[src/rtl/pmd_pkg.sv]
package pmd_pkg;

  localparam int MaxVertices = 64;
  localparam int WeightBits  = 16;

  typedef enum logic [2:0] {
    ST_LOAD,
    ST_INIT,
    ST_SEARCH,
    ST_RELAX,
    ST_REPORT
  } state_t;

  // Control broadcast to every cell of the chain every cycle.
  typedef struct packed {
    logic init;      // key 0 for vertex 0, else infinity; clear parents and visited flags
    logic relax;     // one weight of the picked row arrives for the cell at rd_col
    logic mark;      // set the visited flag of the cell at pick
  } cell_ctl_t;

endpackage

[src/rtl/pmd_cell.sv]
// One vertex of the search. Holds the key, parent and visited flag, and
// folds its key into the running minimum, which moves one cell per cycle
// along the chain through a register in every cell.
module pmd_cell #(
  parameter int WeightBits = 16,
  parameter int IdxBits    = 6,
  parameter int Index      = 0
) (
  input  logic                  clk,
  input  pmd_pkg::cell_ctl_t    ctl,
  input  logic [IdxBits-1:0]    rd_col,
  input  logic [IdxBits-1:0]    pick,
  input  logic [WeightBits-1:0] weight,
  input  logic                  active,
  input  logic [WeightBits:0]   min_in_key,
  input  logic [IdxBits-1:0]    min_in_idx,
  input  logic                  min_in_ok,
  output logic [WeightBits:0]   min_out_key,
  output logic [IdxBits-1:0]    min_out_idx,
  output logic                  min_out_ok,
  output logic [WeightBits:0]   key,
  output logic [IdxBits-1:0]    parent,
  output logic                  visited
);

  localparam logic [IdxBits-1:0] MyIdx = IdxBits'(Index);
  localparam logic [WeightBits:0] KeyInf = '1;

  logic [WeightBits:0]  key_r;
  logic [IdxBits-1:0]   parent_r;
  logic                 visited_r;
  logic                 take;
  logic [WeightBits:0]  min_key_r;
  logic [IdxBits-1:0]   min_idx_r;
  logic                 min_ok_r;

  // Strict less-than keeps the lower index on a tie since lower cells come first.
  assign take = active && !visited_r && (key_r != KeyInf) &&
                (!min_in_ok || key_r < min_in_key);

  always_ff @(posedge clk) begin
    min_key_r <= take ? key_r : min_in_key;
    min_idx_r <= take ? MyIdx : min_in_idx;
    min_ok_r  <= take || min_in_ok;
  end

  assign min_out_key = min_key_r;
  assign min_out_idx = min_idx_r;
  assign min_out_ok  = min_ok_r;

  always_ff @(posedge clk) begin
    if (ctl.init) begin
      key_r     <= (Index == 0) ? '0 : KeyInf;
      parent_r  <= '0;
      visited_r <= 1'b0;
    end else begin
      if (ctl.mark && pick == MyIdx) begin
        visited_r <= 1'b1;
      end
      if (ctl.relax && rd_col == MyIdx && weight != '0 && !visited_r &&
          {1'b0, weight} < key_r) begin
        key_r    <= {1'b0, weight};
        parent_r <= pick;
      end
    end
  end

  assign key     = key_r;
  assign parent  = parent_r;
  assign visited = visited_r;

endmodule

[config.mk]
export PLATFORM = sky130hd
export DESIGN_NAME = pmd_cell
export DESIGN_NICKNAME = d
export VERILOG_FILES = /design/src/rtl/pmd_pkg.sv /design/src/rtl/pmd_cell.sv
export SDC_FILE = /design/constraint.sdc
export NUM_CORES = 1
export LEC_CHECK = 0
export BUFFER_PORTS_ARGS = -buffer_cell sky130_fd_sc_hd__clkbuf_2
export CORE_ASPECT_RATIO = 1.25
export CORE_MARGIN = 1
export CORE_UTILIZATION = 50
export CTS_BUF_LIST = sky130_fd_sc_hd__clkbuf_4
export DETAILED_ROUTE_END_ITERATION = 7
export PLACE_DENSITY = 0.79
export REMOVE_ABC_BUFFERS = 1
export SYNTH_ARGS = -nofsm -noshare
export SYNTH_HDL_FRONTEND = slang
export SYNTH_SLANG_ARGS = --single-unit
[constraint.sdc]
create_clock -name clk -period 2.39 [get_ports clk]
set_input_delay 0.1195 -clock clk [delete_from_list [all_inputs] [get_ports clk]]
set_output_delay 0.1195 -clock clk [all_outputs]
set_load 0.005 [all_outputs]
After elaboration in Yosys (flattened, before gate mapping)
Cells that the tools add are included.
Widths: inputs -> output; s select.
{"block": "word_totals", "elab_cells": 24, "reg_bits": 47, "in_bits": 57, "output_inout_bits": 48}
{"block": "op_classes", "muxes": 1, "order_cmp": 2, "n_reduce_logical": 14}
{"operator": "$lt 16x17->1", "count": 1}
{"operator": "$lt 16x16->1", "count": 1}
{"operator": "$mux 16", "count": 1}
{"operator": "$reduce_bool 16->1", "count": 1}
{"operator": "$logic_not 6->1", "count": 2}
{"operator": "$logic_and 1x1->1", "count": 7}
{"operator": "$logic_not 1->1", "count": 2}
{"operator": "$logic_or 1x1->1", "count": 2}

Depth between registers and ports, before layout
Gate-level depths: netlist of run 1.
{"block": "logic_depth", "word_depth": 5, "mapped_depth": 9, "depth_no_buf": 8}

Worst setup path after synthesis of run 1
Ideal clock, no wire load.
{"block": "synth_path", "kind": "register to register", "startpoint": "reg key_r[2] (netlist: key[2])", "endpoint": "reg key_r[0] (netlist: key[0])", "setup_time_ns": 0.072, "path_stages_with_launch": 10, "synth_period_minus_slack_ns": 2.051, "required_time_ns": 2.318, "slack_ns": 0.339, "path_buffers": 1, "t_arrival_ns": 1.979, "path_cell_list": "dfxtp_1 inv_1 ha_1 nand2_1 a21oi_1 a2111oi_0 o41ai_1 a211oi_4 buf_6 mux2i_1"}
{"block": "synth_between", "elab_chain_cells": 2}
{"element": "start: declaration", "line_no": "pmd_cell.sv:29", "rtl": "logic [WeightBits:0] key_r;"}
{"element": "start signal: assignment", "line_no": "pmd_cell.sv:53", "rtl": "key_r <= (Index == 0) ? '0 : KeyInf;"}
{"element": "start signal: assignment", "line_no": "pmd_cell.sv:62", "rtl": "key_r <= {1'b0, weight};"}
{"element": "$lt 16x16->1", "line_no": "pmd_cell.sv:61", "rtl": "{1'b0, weight} < key_r) begin"}
{"element": "$logic_and 1x1->1", "line_no": "pmd_cell.sv:60", "rtl": "if (ctl.relax && rd_col == MyIdx && weight != '0 && !visited_r &&"}
No other way between the ends.
A chain may end at the register's enable or synchronous reset.

Worst setup path in the final report of run 1
{"block": "layout_path", "startpoint": "reg key_r[7] (netlist: key[7])", "endpoint": "reg key_r[1] (netlist: key[1])"}
The elaborated chain is that of the path after synthesis.

==> out/metrics.cfg, run 1 <==
[status]
status=completed

[die]
num_rows=28
fp.coreArea_sq_um=4870
pin_count=105
dieArea_sq_um=5470
start_util_pct=53.1
die_h_microns=82.4
die_w_microns=66.3

[setup_path]
path_cells=inv_1 > ha_1 > nand2_1 > nor2_1 > a211oi_2 > o41ai_2 > a211oi_4 > clkbuf_16 > mux2i_1
critPathRequiredTime_ns=2.69
critPathMaxFanout=11
slowest_stage=dfxtp_1
worstSetupPathType=reg -> reg
cp-end-kind=flip-flop
slowest_delay_ns=0.40
cp.arrival_ns=2.61
cp-start-kind=flip-flop

[synth]
synth_enable_flop_cells=0
synth.ff_latch_count=47
synth_top_area_share_pct=36.4
postSynthAreaPerCell_sq_um=9.69
synth_top_area_cell=dfxtp_1
synthCells=267
ys.flop_type=dfxtp_1
synth_area_leaders=dfxtp_1, ha_1, mux2i_1
synth_area_sq_um=2590
yosysUniqueCellTypes=37
yosysSeqAreaShare_pct=36.4
async_reset_ff_share_pct=0
synth-warning-count=0

[cells_and_area]
fin_util_pct=74.4
design.final.nets=491
final_area_sq_um=3620
num_antenna_cells=0
area_growth_pct=40.1
final_layout_size_suffix_gt1_share_pct=31.6
stdcell_count=465

[timing]
tightest_slew_ns=0.617
slew_viol_final=0
finalHoldViolCount=0
min_period_ns=2.30
timing.hold.ws_ns=0.00926
layout_setup_ws_ns=0.0862
slew_headroom_pct=58.9
finalSetupViolations=0
period_share_pct=96.4
finalClockSkew_ns=0.0133
max_freq_ghz=0.434
setup-tns-final_ns=0

[power_and_ir_drop]
switchingPower_mw=0.396
comb_power_share_pct=16.6
pwr-share-clk_pct=31.7
p_per_area_nw_per_um2=434
totalPowerFinal_mw=1.57
power_frac_seq_pct=51.7
p_sw_share_pct=25.2
ir_drop_mv=0.432
p_int_mw=1.18
p_leak_nw=1.75

[drt]
routedWlPerCell_microns=13.6
drt_first_pass_iters=4
m1WireLength_microns=2570
wl_met3_microns=315
drt_iter0_markers=90
top_layer_used=met4
postRouteAntennaNets=0
drc=0
routed-wl-met2_microns=3240
vias=2339
detail_route.vias_per_cell=5.03
wirelength_microns=6310

[global_route]
gr-total-overflow=0
antenna_found_initial=0
grt_max_degree=46
gr-usage-all-layers_pct=24.1
first_global_vias=2256
grt_pass1_wl_microns=9920

[placement]
dpl_worst_slack_ns=0.134
dpl_cell_area_sq_um=3180
dp_hpwl_microns=4430
io_buffers=103
gp_congestion=0.847
dp_cells=425

[clock_network]
cts_sinks=47
h-tree-depth=2
cts.clk_slew.worst_paths_ns=0.15
tritoncts=built
clock_latency_ns=0.37
root_buffer=clkbuf_4
cts_buffers=5
clockBufferDepth=2
cts_setup_buffers=0

[run]
maxCapViolCount=0

[min_path]
hold_path_class=in -> reg

## logic make-up (layout without fill, tap and decap cells)
kind of cell / count (synthesis) / in the layout / synth area share, %
flip-flops: 47 / 47 / 36.4
multiplexers: 38 / 38 / 14.8
AND/OR/NAND/NOR: 86 / 86 / 20.4
adder cells (fa/ha/maj): 30 / 30 / 14.5
buffers and inverters: 40 / 178 / 6.72
other: 1 / 1 / 0.145
AO/OA/AOI/OAI: 25 / 25 / 7.11
## power groups by stage
stage          Sequential, mW  Combinational (mW)  Clock, mW
2_1_floorplan           0.833              0.0962          0
3_5_place_dp            0.830               0.212          0
6_report                0.813               0.261      0.499
4_1_cts                 0.813               0.252      0.514
3_3_place_gp            0.830               0.206          0
5_1_grt                 0.816               0.289      0.548
## critical path: cells and delay by family (launching register included)
family,cells,cell delay (ns)
buffers and inverters,2,0.34
AND/OR/NAND/NOR,2,0.20
flip-flops,1,0.40
adder cells (fa/ha/maj),1,0.31
multiplexers,1,0.21
AO/OA/AOI/OAI,3,0.76
## area by class of cell
class / count / area, sq um
clock inverters: 3 / 46.3
multi-input cells: 180 / 1500
inverters: 31 / 116
flip-flops and latches: 47 / 943
clock buffers: 5 / 37.5
well taps: 60 / 75.1
fillers: 342 / 1250
repair buffers: 139 / 906
## cells in the mapped netlist (4+ instances only)
cell type	n
dfxtp_1	47
nand2b_1	47
mux2i_1	37
inv_1	31
ha_1	30
a21oi_1	9
nor2_1	8
nor2b_1	8
nand2_1	5
clkbuf_1	4
nand4_1	4
nor4_1	4
## what timing repair did
| item | in CTS | in global routing |
|---|---|---|
| endpoints found under the setup margin | 0 | 22 |
| hold endpoints to repair | 30 | 1 |
| gates resized for setup | 0 | 6 |
| hold buffers | 30 | 1 |
## sequential cells by signal, indices dropped and copies added, names as in the netlist
name	cells
min_out_key	17
parent	6
min_out_ok	1
min_out_idx	6
key	16
visited	1
## layout by cell type, fill, tap and decap left out, types with 2 or more instances in the layout
cell	netlist	routed
nand2b_1	47	47
dlygate4sd3_1	0	31
nand2_1	5	5
clkbuf_2	0	103
buf_12	0	2
mux2i_1	37	37
ha_1	30	30
inv_1	31	31
clkbuf_4	0	5
a21o_1	3	3
buf_4	2	2
nor4_1	4	4
nor3_1	2	2
o21ai_0	2	2
nor2b_1	8	8
a21oi_1	9	9
dfxtp_1	47	45
dfxtp_2	0	2
a211oi_4	1	2
nand3_1	2	2
nand4_1	4	4
nor2_1	8	8
## worst paths after layout
| check | end | cells after the start | start | slack [ns] |
|---|---|---|---|---|
| setup / recovery | key[1] | 9 | key[7] | 0.09 |
| hold / removal | key[7] | 3 | weight[7] | 0.009 |
| setup reg to reg | key[1] | 9 | key[7] | 0.09 |
| hold reg to reg | parent[2] | 2 | parent[2] | 0.49 |
## per-layer routing
layer	GRT usage, %	vias up
met5	0	-
li1	-	1176
met1	27.2	1065
met4	9.57	0
met2	43.7	80
met3	5.22	18
Power figures use the tool's default switching activity.
==> run 2: changes to the inputs <==
--- a/config.mk
+++ b/config.mk
@@ -5,13 +5,14 @@
 export SDC_FILE = /design/constraint.sdc
 export NUM_CORES = 1
 export LEC_CHECK = 0
+export ABC_AREA = 1
 export BUFFER_PORTS_ARGS = -buffer_cell sky130_fd_sc_hd__clkbuf_2
 export CORE_ASPECT_RATIO = 1.25
 export CORE_MARGIN = 1
 export CORE_UTILIZATION = 50
 export CTS_BUF_LIST = sky130_fd_sc_hd__clkbuf_4
 export DETAILED_ROUTE_END_ITERATION = 7
-export PLACE_DENSITY = 0.79
+export PLACE_DENSITY = 0.78
 export REMOVE_ABC_BUFFERS = 1
 export SYNTH_ARGS = -nofsm -noshare
 export SYNTH_HDL_FRONTEND = slang
==> run 2 against run 1 <==
Compared with the run above:
- largest cell class unchanged
- clock skew decreased by 0.0042 ns
- via count increased by 24%
- sequential share of layout area decreased by 0.41 points
- critical path type unchanged
- wire length increased by 6.8%
- largest power group unchanged
- combinational power decreased by 7%
- power increased by 5.6%
- clock power increased by 21%
- critical endpoint is now key[2]
- sequential cell count unchanged
- hold slack improved by 0.016 ns
- register-to-register slack improved by 0.16 ns
==> out/metrics.cfg, run 2 <==
[drt]
drc=0
wirelength_microns=6730
drt_iter0_markers=93
routedWlPerCell_microns=11.6
vias=2897
drt_first_pass_iters=7
postRouteAntennaNets=0
detail_route.vias_per_cell=4.99

[synth]
synth_top_area_cell=dfxtp_1
synthCells=393
postSynthAreaPerCell_sq_um=7.12
synth-warning-count=0
synth_enable_flop_cells=0
synth_area_leaders=dfxtp_1, nand2_1, ha_1
ys.flop_type=dfxtp_1
async_reset_ff_share_pct=0
yosysSeqAreaShare_pct=33.6
synth_top_area_share_pct=33.6
synth_area_sq_um=2800
ys_top_cells_by_count=nand2_1, inv_1, dfxtp_1
yosysUniqueCellTypes=34
synth.ff_latch_count=47
synth.most_common_cell=nand2_1

[cells_and_area]
final_layout_size_suffix_gt1_share_pct=25.1
final_area_sq_um=3670
largest_reg_flops=17
design.final.nets=603
layout_common_cells=nand2_1, clkbuf_2, inv_1
num_antenna_cells=0
area_growth_pct=31.2
layout_commonest_cell=nand2_1

[setup_path]
cp-end-kind=flip-flop
slowest_delay_ns=0.47
slowest_stage=dfxtp_1
cp.arrival_ns=2.45
worstSetupPathType=reg -> reg
critPathMaxFanout=43
cp-start-kind=flip-flop
crit_top_cell=nand2_1
critPathRequiredTime_ns=2.70
path_cells=inv_1 > ha_1 > nand2_2 > inv_2 > nand2_1 > nand2_1 > nor2_1 > nand2_2 > nor2_8 > nand2_1 > nand2_1 > nand2_1 > nor2_1

[power_and_ir_drop]
p_sw_share_pct=23.6
ir_drop_mv=0.292
switchingPower_mw=0.392
pwr-share-clk_pct=36.4
power_frac_seq_pct=49.1
comb_power_share_pct=14.5
p_leak_nw=1.99
p_per_area_nw_per_um2=453
p_int_mw=1.27

[placement]
dpl_cell_area_sq_um=3300
dp_hpwl_microns=4750
io_buffers=103
gp_congestion=0.820
dpl_worst_slack_ns=0.319

[timing]
period_share_pct=89.6
finalClockSkew_ns=0.00909
slew_viol_final=0
max_freq_ghz=0.467
rsz0062_at_grt=no
slew_headroom_pct=53.1
tightest_slew_ns=0.703
finalSetupViolations=0
layout_setup_ws_ns=0.250
finalHoldViolCount=0
setup-tns-final_ns=0
min_period_ns=2.14

[die]
die_h_microns=85.6
fp.coreArea_sq_um=5410
die_w_microns=68.9
num_rows=30
start_util_pct=51.8
pin_count=105
dieArea_sq_um=5900

[clock_network]
tritoncts=built
clockBufferDepth=2
root_buffer=clkbuf_4
h-tree-depth=2
clock_latency_ns=0.37
cts_sinks=47
cts.clk_slew.worst_paths_ns=0.14
cts_buffers=5
postCtsHoldBufs=26
cts_resized=0
cts_setup_buffers=0

[run]
maxCapViolCount=0

[global_route]
antenna_found_initial=0
grt_pass1_wl_microns=11100
grt_max_degree=44
gr-usage-all-layers_pct=24.3
first_global_vias=2612
gr-total-overflow=0

[min_path]
hold_path_class=in -> reg

[status]
status=completed

## run 2: changes by cell type after synthesis, sizes merged, moves of 4 or more
cell / change
a211oi: -4
a21boi: +5
a21oi: +21
buf: +9
inv: +27
mux2i: -37
nand2: +106
nand2b: -47
nand3: +27
nand3b: +11
nand4: -4
nor2: +30
nor2b: -8
## run 2: power by group through the flow
stage / logic (mW) / clock network, mW / registers (mW)
after floorplan: 0.0997 / 0 / 0.835
after global placement: 0.202 / 0 / 0.832
after detailed placement: 0.207 / 0 / 0.832
after CTS: 0.240 / 0.617 / 0.815
after global routing: 0.275 / 0.651 / 0.819
final: 0.242 / 0.604 / 0.815
## run 2: path summary, 6_finish.rpt
path | end | cells after the start | from | slack (ns)
worst max-delay path | key[2] | 13 | key[14] | 0.25
worst min-delay path | key[2] | 3 | weight[2] | 0.03
worst max register to register | key[2] | 13 | key[14] | 0.25
worst min register to register | parent[0] | 2 | parent[0] | 0.50
## run 2: metal layers
metal	vias to the layer above	global-route usage (%)	routed length, microns
li1	1480	-	-
met1	1313	27.7	2740
met2	90	43.6	3530
met3	14	4.52	307
met4	0	8.35	150
met5	-	0	0
## run 2: kinds of logic (layout without fill, tap and decap cells)
group                      Yosys count  after routing  share of synthesized area [%]
AOI/OAI and AO/OA                   41             41                           8.41
adders and majority gates           30             30                           13.4
buffers and inverters               74            198                           11.9
DFF                                 47             47                           33.6
other                                1              1                          0.134
and+or+nand+nor                    200            200                           32.6
## run 2: final cells by class
type | instances | area (sq um)
Clock buffer | 6 | 45.0
Clock inverter | 2 | 60.1
Fill cell | 468 | 1740
Inverter | 58 | 218
Multi-Input combinational cell | 272 | 1530
Sequential cell | 47 | 941
Tap cell | 64 | 80.1
Timing Repair Buffer | 132 | 798
## run 2: per-stage QoR
step	hold slack, ns	util, %	power [mW]	std cells
after floorplan	0.189	-	0.935	377
after CTS	0.0219	67.9	1.67	581
after global routing	0.0146	67.9	1.75	581
after detailed placement	0.300	61.1	1.04	547
final	0.0255	67.9	1.66	581
after global placement	0.291	61.1	1.03	547
## run 2: worst max-delay path: cells and delay by family (launching register included)
kind	cells	cell delay, ns
buffers and inverters	2	0.10
AND/OR/NAND/NOR	10	1.21
flip-flops	1	0.47
adder cells (fa/ha/maj)	1	0.28
==> run 3: changes to the inputs <==
--- a/config.mk
+++ b/config.mk
@@ -7,12 +7,14 @@
 export LEC_CHECK = 0
 export ABC_AREA = 1
 export BUFFER_PORTS_ARGS = -buffer_cell sky130_fd_sc_hd__clkbuf_2
+export CELL_PAD_IN_SITES_DETAIL_PLACEMENT = 1
+export CELL_PAD_IN_SITES_GLOBAL_PLACEMENT = 2
 export CORE_ASPECT_RATIO = 1.25
 export CORE_MARGIN = 1
-export CORE_UTILIZATION = 50
+export CORE_UTILIZATION = 27
 export CTS_BUF_LIST = sky130_fd_sc_hd__clkbuf_4
 export DETAILED_ROUTE_END_ITERATION = 7
-export PLACE_DENSITY = 0.78
+export PLACE_DENSITY = 0.79
 export REMOVE_ABC_BUFFERS = 1
 export SYNTH_ARGS = -nofsm -noshare
 export SYNTH_HDL_FRONTEND = slang
==> run 3 against run 2 <==
Compared with the run above:
- cell count is 12% higher
- setup slack better by 0.054 ns
- critical path type unchanged
- non-clock buffer count is 5 higher
- sequential share of layout area is 0.80 points lower
- largest cell class unchanged
==> out/metrics.cfg, run 3 (same netlist as run 2, synthesis figures left out) <==
[timing]
slew_viol_final=0
period_share_pct=87.3
finalHoldViolCount=0
finalClockSkew_ns=0.0130
timing.hold.ws_ns=0.0215
max_freq_ghz=0.479
tightest_slew_ns=0.747
min_period_ns=2.09
finalSetupViolations=0
setup-tns-final_ns=0
slew_headroom_pct=50.1
rsz0062_at_grt=no

[global_route]
met2_usage_pct=29.7
grt_busiest_layer=met2
first_global_vias=2953
grtUsageMet1_pct=17.7
gr-usage-all-layers_pct=15.9
antenna_found_initial=1
grt_pass1_wl_microns=13400
gr-total-overflow=0
globalRouteMet3Util_pct=3.08
grt_max_degree=28

[die]
pin_count=105
die_h_microns=116
num_rows=41
die_w_microns=93.0
dieArea_sq_um=10800
fp.coreArea_sq_um=10100
start_util_pct=27.7

[drt]
drt_first_pass_iters=4
detail_route.vias_per_cell=4.45
vias=2900
routedWlPerCell_microns=12.6
drt_iter0_markers=64
postRouteAntennaNets=0
wirelength_microns=8190
drc=0

[power_and_ir_drop]
p_int_mw=1.15
p_sw_share_pct=26.3
switchingPower_mw=0.410
p_per_area_nw_per_um2=412
comb_power_share_pct=15.9
ir_drop_mv=0.189
pwr-share-clk_pct=31.8
p_leak_nw=2.01
power_frac_seq_pct=52.3

[cells_and_area]
layout_commonest_cell=nand2_1
design.final.nets=608
stdcell_count=652
largest_reg_flops=17
layout_common_cells=nand2_1, clkbuf_2, inv_1
area_growth_pct=35.4
final_area_sq_um=3790
fill_cells=1309
final_layout_size_suffix_gt1_share_pct=25.7

[setup_path]
cp-end-kind=flip-flop
cp-endpoint=key[1]
worstSetupPathType=reg -> reg
r2r_cells=13
reg2reg_slack_ns=0.30
reg2reg_to=key[1]
rr_startpoint=key[14]
critPathMaxFanout=27
critPathRequiredTime_ns=2.67
cp-start-kind=flip-flop
cp.arrival_ns=2.37
startpoint=key[14]

[clock_network]
cts_sinks=47
clockBufferDepth=2
clock_latency_ns=0.38
root_buffer=clkbuf_4
h-tree-depth=2
tritoncts=built
cts_buffers=5
cts.clk_slew.worst_paths_ns=0.15

[status]
status=completed

[placement]
dp_cells=617
io_buffers=103
gp_congestion=0.799
dp_hpwl_microns=6330
dpl_cell_area_sq_um=3450

[run]
maxCapViolCount=0

[min_path]
hold_path_class=in -> reg

[run 3: changes by cell type in the layout (fill, tap and decap cells not counted), sizes merged]
cell | before | now
clkbuf | 109 | 108
clkinv | 0 | 2
bufinv | 2 | 1
diode | 0 | 1
buf | 3 | 8
[run 3: metrics by stage]
step	setup WS, ns	util [%]	power, mW
floorplan	0.277	-	0.935
global placement	0.384	34.1	1.04
detailed placement	0.323	34.1	1.05
CTS	0.277	37.5	1.59
global route	0.124	37.5	1.64
finish	0.303	37.5	1.56
[run 3: how the worst min path moves through the flow]
| stage | start | to | slack (ns) | depth (start not counted) |
|---|---|---|---|---|
| after floorplan | ctl[2] | visited | 0.19 | 1 |
| after global placement | ctl[2] | visited | 0.29 | 2 |
| after detailed placement | ctl[2] | visited | 0.30 | 2 |
| after CTS | weight[2] | key[2] | 0.007 | 3 |
| after global routing | weight[2] | key[2] | 0.02 | 3 |
| final | weight[2] | key[2] | 0.02 | 3 |
[run 3: metal layers]
metal	share of wire (%)	vias up
met3	4.1	9
met2	53	68
li1	-	1495
met1	42	1328
met5	0	-
met4	1.6	0
[run 3: what timing repair did]
action                    CTS  global route
hold endpoints to repair   25             0
hold buffers               26             0
gates resized for setup     0             0
buffers inserted            0             0
[run 3: area by class of cell]
type / instances / area, sq um / share of cell area (%)
Antenna cell: 1 / 2.50 / 0.0661
Clock buffer: 5 / 37.5 / 0.991
Clock inverter: 3 / 38.8 / 1.02
Inverter: 58 / 218 / 5.75
Multi-Input combinational cell: 272 / 1530 / 40.3
Sequential cell: 47 / 941 / 24.8
Tap cell: 129 / 161 / 4.26
Timing Repair Buffer: 137 / 861 / 22.7
[run 3: power groups by stage]
stage / clock (mW) / sequential [mW] / combinational, mW
5_1_grt: 0.541 / 0.818 / 0.285
2_1_floorplan: 0 / 0.835 / 0.0997
3_5_place_dp: 0 / 0.833 / 0.219
3_3_place_gp: 0 / 0.832 / 0.213
6_report: 0.496 / 0.815 / 0.248
4_1_cts: 0.517 / 0.816 / 0.253
[run 3: worst max-delay path, stage by stage (launching register included)]
cell      delay [ns]
dfxtp_1         0.49
inv_1           0.08
ha_1            0.29
nand2_2         0.10
inv_2           0.03
nand2_1         0.05
nand2_1         0.05
nor2_1          0.12
nand2_2         0.10
nor2_8          0.22
buf_12          0.21
nand3b_1        0.11
nand2_1         0.08
nor2_1          0.05
